===== src/hw/rtl/multi_channel_led_blink_controller_macros.svh =====
// ============================================================================
// Assertion macros for the LED blink controller
// Shared property shorthands, clocked on clk and disabled during reset.
// ============================================================================
`ifndef MULTI_CHANNEL_LED_BLINK_CONTROLLER_MACROS_SVH
`define MULTI_CHANNEL_LED_BLINK_CONTROLLER_MACROS_SVH

// Consequent must hold in the same cycle as the antecedent.
`define MCLBC_ASSERT_SAME(label, ante, cons, msg) \
	label: assert property (@(posedge clk) disable iff (!arst_n) (ante) |-> (cons)) \
		else $error(msg);

// Consequent must hold in the cycle after the antecedent.
`define MCLBC_ASSERT_NEXT(label, ante, cons, msg) \
	label: assert property (@(posedge clk) disable iff (!arst_n) (ante) |=> (cons)) \
		else $error(msg);

`endif


===== src/hw/rtl/mclbc_pkg.sv =====
// ============================================================================
// LED blink controller package
// Item types, mode and register codes, and defaults shared by all modules.
// ============================================================================
`timescale 1ns / 1ps
`default_nettype none

package mclbc_pkg;

	localparam int LED_COUNT_DEFAULT   = 16;
	localparam int COUNT_WIDTH_DEFAULT = 16;
	localparam int QUEUE_DEPTH         = 2;
	localparam int PIN_COUNT           = 16;

	localparam logic [15:0] BLINK_PERIOD_RESET   = 16'd500;
	localparam logic [15:0] FAST_PERIOD_RESET    = 16'd100;
	localparam logic [15:0] SINGLE_LENGTH_RESET  = 16'd50;
	localparam logic [15:0] RECEIVE_TIMEOUT_RESET = 16'd1000;
	localparam logic [15:0] PRESENT_RESET        = 16'hFFFF;

	typedef enum logic [2:0] {
		MODE_OFF     = 3'd0,
		MODE_ON      = 3'd1,
		MODE_BLINK   = 3'd2,
		MODE_FAST    = 3'd3,
		MODE_ONCE    = 3'd4,
		MODE_ONCE_ON = 3'd5
	} mode_t;

	typedef enum logic [2:0] {
		REG_BLINK_PERIOD    = 3'd0,
		REG_FAST_PERIOD     = 3'd1,
		REG_SINGLE_LENGTH   = 3'd2,
		REG_RECEIVE_TIMEOUT = 3'd3,
		REG_PRESENT         = 3'd4
	} reg_idx_t;

	typedef enum logic [1:0] {
		OP_SET  = 2'd0,
		OP_TICK = 2'd1,
		OP_BAD  = 2'd2
	} op_t;

	typedef enum logic {
		KIND_SET  = 1'b0,
		KIND_TICK = 1'b1
	} kind_t;

	typedef struct packed {
		logic       kind;
		logic [3:0] led_index;
		logic [2:0] new_mode;
	} in_item_t;

	typedef struct packed {
		logic [15:0] pin_levels;
		logic [15:0] timeout_left;
		logic        bad_mode;
	} out_item_t;

	typedef struct packed {
		op_t        op;
		logic       in_range;
		logic [3:0] led_index;
		mode_t      mode;
	} cmd_t;

	typedef struct packed {
		logic [15:0] blink_period;
		logic [15:0] fast_blink_period;
		logic [15:0] single_blink_length;
		logic [15:0] receive_timeout;
		logic [15:0] channel_present;
	} cfg_t;

endpackage

`default_nettype wire


===== src/hw/rtl/mclbc_front.sv =====
// ============================================================================
// LED blink controller front end
// Accepts input items and decodes them into commands for the queue.
// ============================================================================
`timescale 1ns / 1ps
`default_nettype none

module mclbc_front import mclbc_pkg::*; #(
	parameter int LED_COUNT = LED_COUNT_DEFAULT
) (
	input  wire logic     in_valid,
	output logic          in_stall,
	input  wire in_item_t in_item,
	input  wire logic     q_full,
	output logic          q_push,
	output cmd_t          q_cmd
);

	assign in_stall = q_full;
	assign q_push   = in_valid && !q_full;

	always_comb begin
		q_cmd.led_index = in_item.led_index;
		q_cmd.in_range  = (32'(in_item.led_index) < LED_COUNT);
		q_cmd.mode      = MODE_OFF;
		unique case (in_item.kind)
			KIND_TICK: begin
				q_cmd.op = OP_TICK;
			end
			default: begin
				if (in_item.new_mode > MODE_ONCE_ON) begin
					q_cmd.op = OP_BAD;
				end else begin
					q_cmd.op   = OP_SET;
					q_cmd.mode = mode_t'(in_item.new_mode);
				end
			end
		endcase
	end

endmodule

`default_nettype wire


===== src/hw/rtl/mclbc_queue.sv =====
// ============================================================================
// LED blink controller command queue
// Short FIFO that decouples the front end from the LED state walker.
// ============================================================================
`timescale 1ns / 1ps
`default_nettype none

module mclbc_queue import mclbc_pkg::*; (
	input  wire logic clk,
	input  wire logic arst_n,
	input  wire logic push,
	input  wire cmd_t push_cmd,
	output logic      full,
	input  wire logic pop,
	output logic      avail,
	output cmd_t      head
);

	localparam int PTR_W = (QUEUE_DEPTH > 1) ? $clog2(QUEUE_DEPTH) : 1;
	localparam int CNT_W = $clog2(QUEUE_DEPTH + 1);

	cmd_t             slot_q [QUEUE_DEPTH];
	logic [PTR_W-1:0] wr_q;
	logic [PTR_W-1:0] rd_q;
	logic [CNT_W-1:0] count_q;

	assign full  = (count_q == CNT_W'(QUEUE_DEPTH));
	assign avail = (count_q != '0);
	assign head  = slot_q[rd_q];

	always_ff @(posedge clk) begin
		if (push) begin
			slot_q[wr_q] <= push_cmd;
		end
	end

	always_ff @(posedge clk or negedge arst_n) begin
		if (!arst_n) begin
			wr_q    <= '0;
			rd_q    <= '0;
			count_q <= '0;
		end else begin
			if (push) begin
				wr_q <= (wr_q == PTR_W'(QUEUE_DEPTH - 1)) ? '0 : wr_q + 1'b1;
			end
			if (pop) begin
				rd_q <= (rd_q == PTR_W'(QUEUE_DEPTH - 1)) ? '0 : rd_q + 1'b1;
			end
			if (push && !pop) begin
				count_q <= count_q + 1'b1;
			end else if (pop && !push) begin
				count_q <= count_q - 1'b1;
			end
		end
	end

endmodule

`default_nettype wire


===== src/hw/rtl/mclbc_back.sv =====
// ============================================================================
// LED blink controller back end
// Applies set-mode commands and walks the LED state one entry per cycle on ticks.
// ============================================================================
`timescale 1ns / 1ps
`default_nettype none
`include "multi_channel_led_blink_controller_macros.svh"

module mclbc_back import mclbc_pkg::*; #(
	parameter int LED_COUNT   = LED_COUNT_DEFAULT,
	parameter int COUNT_WIDTH = COUNT_WIDTH_DEFAULT
) (
	input  wire logic      clk,
	input  wire logic      arst_n,
	input  wire cfg_t      cfg,
	input  wire logic      q_avail,
	input  wire cmd_t      q_head,
	output logic           q_pop,
	output logic           out_valid,
	input  wire logic      out_stall,
	output out_item_t      out_item
);

	localparam int IDX_W = (LED_COUNT > 1) ? $clog2(LED_COUNT) : 1;
	localparam int EXT_W = (IDX_W > 4) ? IDX_W : 4;
	localparam logic [IDX_W-1:0] LAST_IDX = IDX_W'(LED_COUNT - 1);
	localparam logic [32:0] CNT_MAX = (33'd1 << COUNT_WIDTH) - 33'd1;

	typedef enum logic [1:0] {
		ST_IDLE = 2'b01,
		ST_WALK = 2'b10
	} state_t;

	function automatic logic [COUNT_WIDTH-1:0] sat_cnt(input logic [15:0] v);
		logic [32:0] w;
		w = 33'(v);
		sat_cnt = (w > CNT_MAX) ? '1 : w[COUNT_WIDTH-1:0];
	endfunction

	function automatic logic [15:0] sat16(input logic [COUNT_WIDTH-1:0] a);
		logic [32:0] w;
		w = 33'(a);
		sat16 = (w > 33'h0FFFF) ? 16'hFFFF : w[15:0];
	endfunction

	state_t                 state_q;
	logic [IDX_W-1:0]       walk_q;
	logic [IDX_W-1:0]       tgt_q;
	logic                   tgt_ok_q;
	logic [15:0]            tl_q;
	mode_t                  mode_q     [LED_COUNT];
	logic                   lamp_q     [LED_COUNT];
	logic [COUNT_WIDTH-1:0] period_q   [LED_COUNT];
	logic [COUNT_WIDTH-1:0] activity_q [LED_COUNT];
	logic [PIN_COUNT-1:0]   pins_q;
	logic                   out_valid_q;
	out_item_t              out_item_q;

	logic                   out_free;
	logic                   res_load;
	logic [EXT_W-1:0]       head_ext;
	logic [IDX_W-1:0]       head_addr;
	logic [EXT_W-1:0]       walk_ext;
	logic [IDX_W-1:0]       addr;
	mode_t                  r_mode;
	logic                   r_lamp;
	logic [COUNT_WIDTH-1:0] r_per;
	logic [COUNT_WIDTH-1:0] r_act;

	logic                   s_lamp;
	logic [COUNT_WIDTH-1:0] s_per;
	logic [COUNT_WIDTH-1:0] s_act;

	logic                   t_pin;
	mode_t                  t_mode;
	logic                   t_lamp;
	logic [COUNT_WIDTH-1:0] t_reload;
	logic [COUNT_WIDTH-1:0] t_per;
	logic [COUNT_WIDTH-1:0] t_act;

	logic                   pin_wr;
	logic [3:0]             pin_sel;
	logic                   pin_val;
	logic [PIN_COUNT-1:0]   pins_d;
	logic                   walk_hit;
	logic [15:0]            tl_d;

	assign out_free  = !out_valid_q || !out_stall;
	assign q_pop     = (state_q == ST_IDLE) && q_avail && out_free;
	assign out_valid = out_valid_q;
	assign out_item  = out_item_q;
	assign res_load  = ((state_q == ST_IDLE) && q_pop && (q_head.op != OP_TICK))
	                || ((state_q == ST_WALK) && (walk_q == LAST_IDX));

	assign head_ext  = EXT_W'(q_head.led_index);
	assign head_addr = head_ext[IDX_W-1:0];
	assign walk_ext  = EXT_W'(walk_q);
	assign addr      = (state_q == ST_WALK) ? walk_q : head_addr;

	assign r_mode = mode_q[addr];
	assign r_lamp = lamp_q[addr];
	assign r_per  = period_q[addr];
	assign r_act  = activity_q[addr];

	always_comb begin
		s_lamp = 1'b1;
		s_per  = '0;
		s_act  = r_act;
		case (q_head.mode) inside
			MODE_OFF: begin
				s_lamp = 1'b0;
			end
			MODE_BLINK: begin
				s_per = sat_cnt(cfg.blink_period);
			end
			MODE_FAST: begin
				s_per = sat_cnt(cfg.fast_blink_period);
			end
			MODE_ONCE: begin
				s_per = sat_cnt(cfg.single_blink_length);
			end
			MODE_ONCE_ON: begin
				s_lamp = 1'b0;
				s_per  = sat_cnt(cfg.single_blink_length);
				s_act  = sat_cnt(cfg.receive_timeout);
			end
			default: begin
			end
		endcase
	end

	always_comb begin
		t_mode   = r_mode;
		t_lamp   = r_lamp;
		t_pin    = r_lamp;
		t_reload = r_per;
		t_reload = (r_mode == MODE_FAST) ? sat_cnt(cfg.fast_blink_period)
		                                 : sat_cnt(cfg.blink_period);
		t_per    = r_per;
		case (r_mode) inside
			MODE_OFF, MODE_ON: begin
				t_pin = (r_mode == MODE_ON);
				t_per = '0;
			end
			MODE_BLINK, MODE_FAST: begin
				if (r_per == '0) begin
					t_per  = t_reload;
					t_lamp = !r_lamp;
				end
			end
			MODE_ONCE, MODE_ONCE_ON: begin
				if (r_per == '0) begin
					t_mode = (r_mode == MODE_ONCE) ? MODE_OFF : MODE_ON;
					t_lamp = (r_mode == MODE_ONCE_ON);
				end
			end
			default: begin
			end
		endcase
		if (t_per != '0) begin
			t_per = t_per - 1'b1;
		end
		t_act = (r_act != '0) ? r_act - 1'b1 : r_act;
	end

	always_comb begin
		pins_d = pins_q;
		if (state_q == ST_WALK) begin
			pin_wr  = (32'(walk_q) < PIN_COUNT);
			pin_sel = walk_ext[3:0];
			pin_val = t_pin;
		end else begin
			pin_wr  = q_pop && (q_head.op == OP_SET) && q_head.in_range;
			pin_sel = q_head.led_index;
			pin_val = s_lamp;
		end
		if (pin_wr) begin
			pins_d[pin_sel] = pin_val && cfg.channel_present[pin_sel];
		end
		walk_hit = tgt_ok_q && (walk_q == tgt_q);
		tl_d     = walk_hit ? sat16(t_act) : tl_q;
	end

	always_ff @(posedge clk or negedge arst_n) begin
		if (!arst_n) begin
			state_q     <= ST_IDLE;
			walk_q      <= '0;
			tgt_ok_q    <= 1'b0;
			pins_q      <= '0;
			out_valid_q <= 1'b0;
			for (int i = 0; i < LED_COUNT; i++) begin
				mode_q[i]     <= MODE_OFF;
				lamp_q[i]     <= 1'b0;
				period_q[i]   <= '0;
				activity_q[i] <= '0;
			end
		end else begin
			pins_q <= pins_d;
			if (res_load) begin
				out_valid_q <= 1'b1;
			end else if (out_valid_q && !out_stall) begin
				out_valid_q <= 1'b0;
			end
			unique case (state_q)
				ST_IDLE: begin
					if (q_pop) begin
						if (q_head.op == OP_TICK) begin
							state_q  <= ST_WALK;
							walk_q   <= '0;
							tgt_ok_q <= q_head.in_range;
						end else begin
							if (q_head.op == OP_SET && q_head.in_range) begin
								mode_q[head_addr]     <= q_head.mode;
								lamp_q[head_addr]     <= s_lamp;
								period_q[head_addr]   <= s_per;
								activity_q[head_addr] <= s_act;
							end
						end
					end
				end
				ST_WALK: begin
					mode_q[walk_q]     <= t_mode;
					lamp_q[walk_q]     <= t_lamp;
					period_q[walk_q]   <= t_per;
					activity_q[walk_q] <= t_act;
					if (walk_q == LAST_IDX) begin
						state_q <= ST_IDLE;
					end else begin
						walk_q <= walk_q + 1'b1;
					end
				end
				default: begin
					state_q <= ST_IDLE;
				end
			endcase
		end
	end

	always_ff @(posedge clk) begin
		if (state_q == ST_IDLE && q_pop) begin
			tgt_q <= head_addr;
			tl_q  <= '0;
			out_item_q.pin_levels   <= pins_d & cfg.channel_present;
			out_item_q.bad_mode     <= (q_head.op == OP_BAD);
			if (q_head.op == OP_SET) begin
				out_item_q.timeout_left <= q_head.in_range ? sat16(s_act) : '0;
			end else begin
				out_item_q.timeout_left <= q_head.in_range ? sat16(r_act) : '0;
			end
		end else if (state_q == ST_WALK) begin
			tl_q <= tl_d;
			if (walk_q == LAST_IDX) begin
				out_item_q.pin_levels   <= pins_d & cfg.channel_present;
				out_item_q.timeout_left <= tl_d;
				out_item_q.bad_mode     <= 1'b0;
			end
		end
	end

	`MCLBC_ASSERT_SAME(a_state_onehot, 1'b1, $onehot(state_q), "walker state is not one-hot")
	`MCLBC_ASSERT_SAME(a_walk_range, state_q == ST_WALK, 32'(walk_q) < LED_COUNT,
		"walk index beyond the last LED")
	`MCLBC_ASSERT_SAME(a_walk_no_result, state_q == ST_WALK, !out_valid_q,
		"result pending while a tick is being walked")
	`MCLBC_ASSERT_NEXT(a_walk_done, state_q == ST_WALK && walk_q == LAST_IDX,
		out_valid_q && state_q == ST_IDLE, "tick walk ended without a result")

endmodule

`default_nettype wire


===== src/hw/rtl/multi_channel_led_blink_controller.sv =====
// ============================================================================
// Multi-channel LED blink controller
// Per-LED blink modes driven by set-mode and tick items, with activity timeouts.
// ============================================================================
//
// Channel   Direction  Handshake            Payload
// in        input      in_valid / in_stall  in_item  (kind, led_index, new_mode)
// out       output     out_valid / out_stall out_item (pin_levels, timeout_left, bad_mode)
// cfg       input      cfg_write            cfg_index, cfg_data
//
// A set-mode item or a rejected item is handled by the back end when it
// leaves the queue. For a tick item the back end walks the LED state
// through one read and write port, one LED per cycle.
// Reset clears all LED state at once, so items are accepted from the first
// cycle after reset. The front end accepts items while the queue has room,
// even when a result is held by a stalled output.
//
`timescale 1ns / 1ps
`default_nettype none

module multi_channel_led_blink_controller import mclbc_pkg::*; #(
	parameter int LED_COUNT   = LED_COUNT_DEFAULT,
	parameter int COUNT_WIDTH = COUNT_WIDTH_DEFAULT
) (
	input  wire logic        clk,
	input  wire logic        arst_n,
	input  wire logic        in_valid,
	output logic             in_stall,
	input  wire in_item_t    in_item,
	output logic             out_valid,
	input  wire logic        out_stall,
	output out_item_t        out_item,
	input  wire logic        cfg_write,
	input  wire logic [2:0]  cfg_index,
	input  wire logic [15:0] cfg_data
);

	cfg_t cfg_q;
	logic q_full;
	logic q_push;
	cmd_t q_cmd;
	logic q_pop;
	logic q_avail;
	cmd_t q_head;

	always_ff @(posedge clk or negedge arst_n) begin
		if (!arst_n) begin
			cfg_q.blink_period        <= BLINK_PERIOD_RESET;
			cfg_q.fast_blink_period   <= FAST_PERIOD_RESET;
			cfg_q.single_blink_length <= SINGLE_LENGTH_RESET;
			cfg_q.receive_timeout     <= RECEIVE_TIMEOUT_RESET;
			cfg_q.channel_present     <= PRESENT_RESET;
		end else if (cfg_write) begin
			unique case (cfg_index)
				REG_BLINK_PERIOD:    cfg_q.blink_period        <= cfg_data;
				REG_FAST_PERIOD:     cfg_q.fast_blink_period   <= cfg_data;
				REG_SINGLE_LENGTH:   cfg_q.single_blink_length <= cfg_data;
				REG_RECEIVE_TIMEOUT: cfg_q.receive_timeout     <= cfg_data;
				REG_PRESENT:         cfg_q.channel_present     <= cfg_data;
				default: begin
				end
			endcase
		end
	end

	mclbc_front #(
		.LED_COUNT(LED_COUNT)
	) u_front (
		.in_valid(in_valid),
		.in_stall(in_stall),
		.in_item (in_item),
		.q_full  (q_full),
		.q_push  (q_push),
		.q_cmd   (q_cmd)
	);

	mclbc_queue u_queue (
		.clk     (clk),
		.arst_n  (arst_n),
		.push    (q_push),
		.push_cmd(q_cmd),
		.full    (q_full),
		.pop     (q_pop),
		.avail   (q_avail),
		.head    (q_head)
	);

	mclbc_back #(
		.LED_COUNT  (LED_COUNT),
		.COUNT_WIDTH(COUNT_WIDTH)
	) u_back (
		.clk      (clk),
		.arst_n   (arst_n),
		.cfg      (cfg_q),
		.q_avail  (q_avail),
		.q_head   (q_head),
		.q_pop    (q_pop),
		.out_valid(out_valid),
		.out_stall(out_stall),
		.out_item (out_item)
	);

endmodule

`default_nettype wire

===== config.mk =====
export PLATFORM = sky130hd
export DESIGN_NAME = multi_channel_led_blink_controller
export DESIGN_NICKNAME = d
export VERILOG_FILES = /design/src/hw/rtl/mclbc_pkg.sv /design/src/hw/rtl/mclbc_front.sv /design/src/hw/rtl/mclbc_queue.sv /design/src/hw/rtl/mclbc_back.sv /design/src/hw/rtl/multi_channel_led_blink_controller.sv
export VERILOG_INCLUDE_DIRS = /design/src /design/src/hw/rtl
export SDC_FILE = /design/constraint.sdc
export NUM_CORES = 2
export LEC_CHECK = 0
export BUFFER_PORTS_ARGS = -buffer_cell sky130_fd_sc_hd__buf_2
export CAP_MARGIN = 20
export CELL_PAD_IN_SITES_DETAIL_PLACEMENT = 0
export CELL_PAD_IN_SITES_GLOBAL_PLACEMENT = 1
export CORE_AREA = 2 2 277 334
export CTS_CLUSTER_DIAMETER = 120
export CTS_CLUSTER_SIZE = 8
export DETAILED_ROUTE_END_ITERATION = 8
export DIE_AREA = 0 0 279 336
export PLACE_DENSITY_LB_ADDON = 0.1
export SETUP_SLACK_MARGIN = 0.5
export SLEW_MARGIN = 5
export SYNTH_ARGS = -nofsm -noshare
export SYNTH_HDL_FRONTEND = slang
export SYNTH_HIERARCHICAL = 1
export SYNTH_SLANG_ARGS = --single-unit

===== constraint.sdc =====
create_clock -name clk -period 11.3 [get_ports clk]
set_input_delay 2.26 -clock clk [delete_from_list [all_inputs] [get_ports clk]]
set_output_delay 2.26 -clock clk [all_outputs]
set_load 0.01 [all_outputs]

# Word-level counts from Yosys, hierarchy flattened
# Memory sizes are Yosys's and may differ from the RTL's.
# Cells that the tools add are included.
# op_classes
n_addsub	7
order_cmp	8
eq_ne	27
mux	116
bitwise	4
n_reduce_logical	51
# op_table
cell	n
$mux 256	6
$bwmux 256	4
$pmux 256 s2	2
$mux 16	30
$mux 48	3
$bmux 16 s4	2
$demux 16 s4	2
$mux 33	3
$bwmux 48	2
$pmux 48 s2	1
$bwmux 16	3
$pmux 16 s2	1
$reduce_bool 16->1	2
$sub 16x1->16 const B	2
$mux 3	10
$mux 1	26
$demux 3 s4	2
$eq 3x2->1 const B	6
$and 16x16->16	1
$logic_not 16->1	1
$mux 4	4
$eq 3x3->1 const B	5
$ge 5x5->1 const B	3
$logic_and 1x1->1	15
32 further kinds	77
# word_totals
ff_bits	737
mem_bits_rw	18
inputBits	32
out_inout_bits	35
word_cells	296
mem_count	1
# mem_list
memory	words	width	read_ports	rd_ports_with_merged_regs	wr	line_no	rtl
u_queue.slot_q	2	9	1	0	1	mclbc_queue.sv:22	cmd_t slot_q [QUEUE_DEPTH];

# Longest topological paths before layout
# depth
ltp_word	17
mapped_depth	23

# Modules after synthesis
# Netlist, hierarchy kept.
# by_module_without_submodules
module	n_inst	cells_each	area_each_um2	seq_area_each_um2
mclbc_back	1	3277	33518.4	16447.0
multi_channel_led_blink_controller	1	173	3093.0	2044.5
mclbc_queue	1	47	949.7	700.7
mclbc_front	1	14	98.8	0.0

# Least setup slack after synthesis
# OpenSTA, ideal clock, no wires.
# synth_timing
path_kind	register -> register
start	register u_queue.rd_q
end	register u_back/period_q[120] (netlist bit)
setup_time_ps	145
arrival_time_ps	4999
required_time_ps	11155
slack_ps	6156
stages_incl_launch_ff	21
n_path_buf	4
synth_period_minus_slack_ps	5144
cell_sequence	dfrtp_1 -> buf_6 -> mux2_4 -> mux2i_4 -> buf_6 -> mux4_2 -> a2111oi_2 -> nand3_1 -> nor4_4 -> buf_4 -> nand3_1 -> o21ai_0 -> nand2_1 -> ha_1 -> nor2b_1 -> o2111ai_2 -> o21bai_4 -> nor4_2 -> xor2_2 -> buf_6 -> o221ai_2
# synth_lines
item	line_no	rtl
start, declared	mclbc_queue.sv:24	logic [PTR_W-1:0] rd_q;
start signal, assigned	mclbc_queue.sv:47	rd_q <= (rd_q == PTR_W'(QUEUE_DEPTH - 1)) ? '0 : rd_q + 1'b1;
end signal, assigned by index	mclbc_back.sv:215	period_q[head_addr] <= s_per;
end signal, assigned by index	mclbc_back.sv:224	period_q[walk_q] <= t_per;
end, declared	mclbc_back.sv:53	logic [COUNT_WIDTH-1:0] period_q [LED_COUNT];

# Worst setup path in the final report
# layout_timing
start	register u_back.state_q[1]
end	register u_back/period_q[24] (netlist bit)
# layout_between
elab_chain_cells	15
elab_cells_between_ends	33
classes_between	add/sub (1); eq/ne (8); mux (14); bitwise (1); reduce/logical (9)
# layout_lines
item	line_no	rtl
start, declared	mclbc_back.sv:46	state_t state_q;
start signal, assigned	mclbc_back.sv:186	state_q <= ST_IDLE;
start signal, assigned	mclbc_back.sv:208	state_q <= ST_WALK;
start signal, assigned	mclbc_back.sv:227	state_q <= ST_IDLE;
$eq 2x2->1	mclbc_back.sv:98, mclbc_back.sv:204	
$mux 4	mclbc_back.sv:98	assign addr = (state_q == ST_WALK) ? walk_q : head_addr;
$not 4->5 (not written as such)	mclbc_back.sv:100, mclbc_back.sv:102	
$bmux 3 s4	mclbc_back.sv:100	assign r_mode = mode_q[addr];
$mux 3 (not written as such) (2 in a row)	mclbc_back.sv:100	
$eq 3x2->1	mclbc_back.sv:137	t_reload = (r_mode == MODE_FAST) ? sat_cnt(cfg.fast_blink_period)
$mux 16	mclbc_back.sv:137	
$mux 16	mclbc_back.sv:146	if (r_per == '0) begin
$mux 16 (2 in a row)	mclbc_back.sv:140	case (r_mode) inside
$sub 16x1->16 or $reduce_bool 16->1 (tied branches)	mclbc_back.sv:161, mclbc_back.sv:160	
$mux 16	mclbc_back.sv:160	if (t_per != '0) begin
$bwmux 256	mclbc_back.sv:224	
$pmux 256 s2	mclbc_back.sv:204	unique case (state_q)
# Several ways; a longest one is shown, not always the timed one. The select of a mux whose other input is x is not followed.
# A chain may end at the register's enable or synchronous reset.

==> results.sh <==
export IMPL_cp_end_kind="flop"
export IMPL_synth_edf_count=57
export IMPL_crit_arrival_ns=8.08
export IMPL_grt_pass1_wl_mm=246
export IMPL_p_sw_mw=6.91
export IMPL_finalCritPeriodShare=0.671
export IMPL_cts_tree="yes"
export IMPL_peakVddDrop_mv=0.230
export IMPL_r2r_setup_slack_ns=3.72
export IMPL_drt_iter0_markers=4433
export IMPL_drv_cap=0
export IMPL_ios=67
export IMPL_reg2reg_depth=19
export IMPL_p_int_mw=7.52
export IMPL_cts_clk_slew_worst_paths_ns=0.05
export IMPL_yosysSeqAreaShare=0.510
export IMPL_fillCellCount=8325
export IMPL_dp_final_hpwl_mm=105
export IMPL_synth_nets=3552
export IMPL_grt_ovfl_total=0
export IMPL_power_frac_seq=0.293
export IMPL_worst_ep_required_time_ns=11.80
export IMPL_drtPass1Iterations=6
export IMPL_drc_errors=0
export IMPL_crit_type="reg -> reg"
export IMPL_setup_tns_final_ns=0
export IMPL_reg2reg_to="u_back/period_q[24]$_DFFE_PN0P_"
export IMPL_async_flop_share=0.904
export IMPL_placedCellCount=4530
export IMPL_hold_violations=0
export IMPL_synth_seq_cells=757
export IMPL_syn_area_um2=37700
export IMPL_die_h_um=336
export IMPL_worst_pin_slew_ns=1.19
export IMPL_grt_max_degree=171
export IMPL_fin_cells=4677
export IMPL_ys_types=92
export IMPL_hold_depth=2
export IMPL_root_buffer="clkbuf_16"
export IMPL_coreArea_um2=90400
export IMPL_max_slew_margin_rel=0.182
export IMPL_totalPowerFinal_mw=14.4
export IMPL_rows=121
export IMPL_yosysWarnings=6
export IMPL_min_from="u_back/tl_q[10]$_SDFFE_PP0P_"
export IMPL_ys_flop_type="dfrtp_1"
export IMPL_outcome="completed"
export IMPL_max_freq_mhz=132
export IMPL_synth_top_area_share=0.431
export IMPL_post_route_min_period_ns=7.58
export IMPL_die_width_um=279
export IMPL_start_util=0.417
export IMPL_cts_hold_buffers_added=0
export IMPL_wl_mm=174
export IMPL_power_density_nw_per_um2=341
export IMPL_startpoint="u_back/state_q[1]$_DFFE_PN0P_"
export IMPL_clkLatencyLatePin_ns=0.70
export IMPL_portBuffers=66
export IMPL_vias=33500
export IMPL_drive_gt1_frac=0.190
export IMPL_rr_startpoint="u_back/state_q[1]$_DFFE_PN0P_"
export IMPL_clockPowerShare=0.198
export IMPL_cts_made_buffers=104
export IMPL_start_kind="flop"
export IMPL_gp_congestion=0.956
export IMPL_wire_per_inst_um=37.2
export IMPL_postCtsSetupRepairBufs=0
export IMPL_area_delta_synth_final_pct=12.4
export IMPL_switching_share=0.479
export IMPL_clockBufferDepth=3
export IMPL_rsz0062_at_grt="false"
export IMPL_avgSynthCellArea_um2=10.7
export IMPL_final_nets=3515
export IMPL_via_per_inst=7.16
export IMPL_cts_resized=0
export IMPL_comb_power_share=0.508
export IMPL_critical_path_max_fanout=41
export IMPL_die_area_um2=93700
export IMPL_antenna_found_initial=9
export IMPL_cts_sinks=757
export IMPL_final_setup_viol_count=0
export IMPL_drt_antenna_violating_nets=0
export IMPL_slew_violations=0
export IMPL_p_leak_nw=17.0
export IMPL_syn_inst=3511
export IMPL_finalClockSkew_ns=0.0304
export IMPL_synth_area_leaders="dfrtp_1, o221ai_1, a22oi_1"
export IMPL_holdPathEnd="u_back/tl_q[10]$_SDFFE_PP0P_"
export IMPL_track_usage=0.366
export IMPL_grt_pass1_vias=33300
export IMPL_hold_class="reg -> reg"
export IMPL_htree_num_levels=3
export IMPL_synth_top_cell_by_area="dfrtp_1"
==> per-layer routing <==
layer,track usage,share of wire,wire length (um),vias to the layer above
met4,0.245,0.079,13700,4
met1,0.464,0.38,65200,17200
met2,0.570,0.45,78800,2280
met3,0.0736,0.093,16100,649
li1,-,-,-,13400
met5,0,0.00015,26,-
==> cell usage in the layout, fill, tap and decap left out, types with 12 or more instances in the layout <==
cell type  synthesis  routed
nand2_1          515     508
o221ai_1         343     343
nand3_2            1      12
a31oi_1           13      12
clkbuf_16          0     105
o21ai_4            0      15
dfstp_2           35      35
a221o_1           33      33
nand3_1           39      25
and2_1            32      32
a21oi_1          103      99
o31ai_1           22      21
buf_2             39      65
xor2_1            17      17
mux2_2            93      92
a32oi_1           30      30
buf_4             19     148
nand2b_1          18      18
mux4_2            77      77
or2_2             17      17
o21ai_0          233     233
a22o_1            36      36
dfxtp_1           16      16
nor3_1            33      27
nor2_1           165     162
a22oi_1          265     265
mux2i_1           57      49
o22ai_1           48      48
clkbuf_1         271      25
edfxtp_1          57      57
nor4_1            13      13
dfrtp_1          649     649
inv_1             12      12
==> Yosys cell counts, drive strengths merged (3+ instances only) <==
cell and number:
nor4 16, a221o 33, o211ai 6, mux4 78, nor3 40, and2 32, a31oi 13, o22ai 48
xor2 20, o21a 3, a221oi 9, or2 18, dfstp 35, o31ai 22, inv 12, a21oi 105
o2111ai 3, clkbuf 271, buf 92, xnor2 9, nand4 10, mux2i 58, mux2 102, nand3 40
a22o 36, nor3b 5, dfrtp 649, ha 9, nand2b 18, or3 5, o221ai 353, nor2b 12
edfxtp 57, o21bai 4, o41ai 4, o21ai 254, and4 3, a22oi 265, a32oi 30, nand2 515
nor2 166, a211oi 7, dfxtp 16
==> worst max-delay path, cell delays in order (launching register included) <==
cell,delay (ns)
dfrtp_1,0.36
nor2b_4,0.14
buf_4,0.53
mux2i_4,0.35
buf_4,0.56
mux4_2,0.58
and2_1,0.18
a2111oi_2,0.50
nand3_1,0.25
nor4_4,0.66
nand3_1,0.51
o21ai_0,0.30
nand2_1,0.13
ha_1,0.26
nor2b_1,0.13
o2111ai_2,0.16
o21bai_4,0.15
nor4_2,0.40
xor2_2,0.86
o221ai_1,0.26
==> worst max path at each step <==
stage / to / cells after the start
floorplan: u_back/period_q[120]$_DFFE_PN0P_ / 20
global route: u_back/period_q[24]$_DFFE_PN0P_ / 19
global placement: u_back/period_q[23]$_DFFE_PN0P_ / 19
finish: u_back/period_q[24]$_DFFE_PN0P_ / 19
detailed placement: u_back/period_q[24]$_DFFE_PN0P_ / 19
CTS: u_back/period_q[56]$_DFFE_PN0P_ / 19
==> flip-flops by register name, summed over array words and instances (netlist names), 4 cells and up <==
name,count
cfg_q,80
u_back/tl_q,16
u_back/mode_q,48
u_queue/slot_q,20
u_back/period_q,256
u_back/walk_ext,4
u_back/pins_q,16
u_back/tgt_q,4
u_back/activity_q,256
u_back/lamp_q,16
u_back/out_item,33
==> through the flow <==
stage	util	worst slack [ns]	hold WS [ns]	area, um2
after global routing	0.468	3.28	0.492	42300
after CTS	0.468	3.82	0.465	42300
after detailed placement	0.437	3.85	0.456	39500
after global placement	0.436	3.93	0.448	39400
final	0.469	3.72	0.469	42300
after floorplan	-	6.16	0.434	37700
==> layout make-up <==
type                    instances  area, um2  share of cell area
clock inverters                 7       87.6             0.00207
diodes                          4       10.0            0.000236
clock buffers                 130       2720              0.0643
flip-flops and latches        757      19200               0.453
inverters                      12       45.0             0.00106
multi-input cells            2379      17300               0.408
repair buffers                220       1560              0.0368
well taps                    1168       1460              0.0345
==> power groups by stage <==
stage	sequential (mW)	clock, mW	combinational, mW
finish	4.23	2.86	7.33
CTS	4.21	2.90	7.08
global placement	4.22	0	6.89
detailed placement	4.25	0	7.06
global route	4.32	3.01	7.64
floorplan	4.10	0	4.39
==> cells by family after synthesis <==
group,synth area share
compound gates,0.236
simple gates,0.105
flops,0.510
buf+inv,0.0448
mux,0.0939
xor+xnor,0.00774
fa+ha+maj,0.00299
other cells,0.0000996
Power figures use the tool's default switching activity.
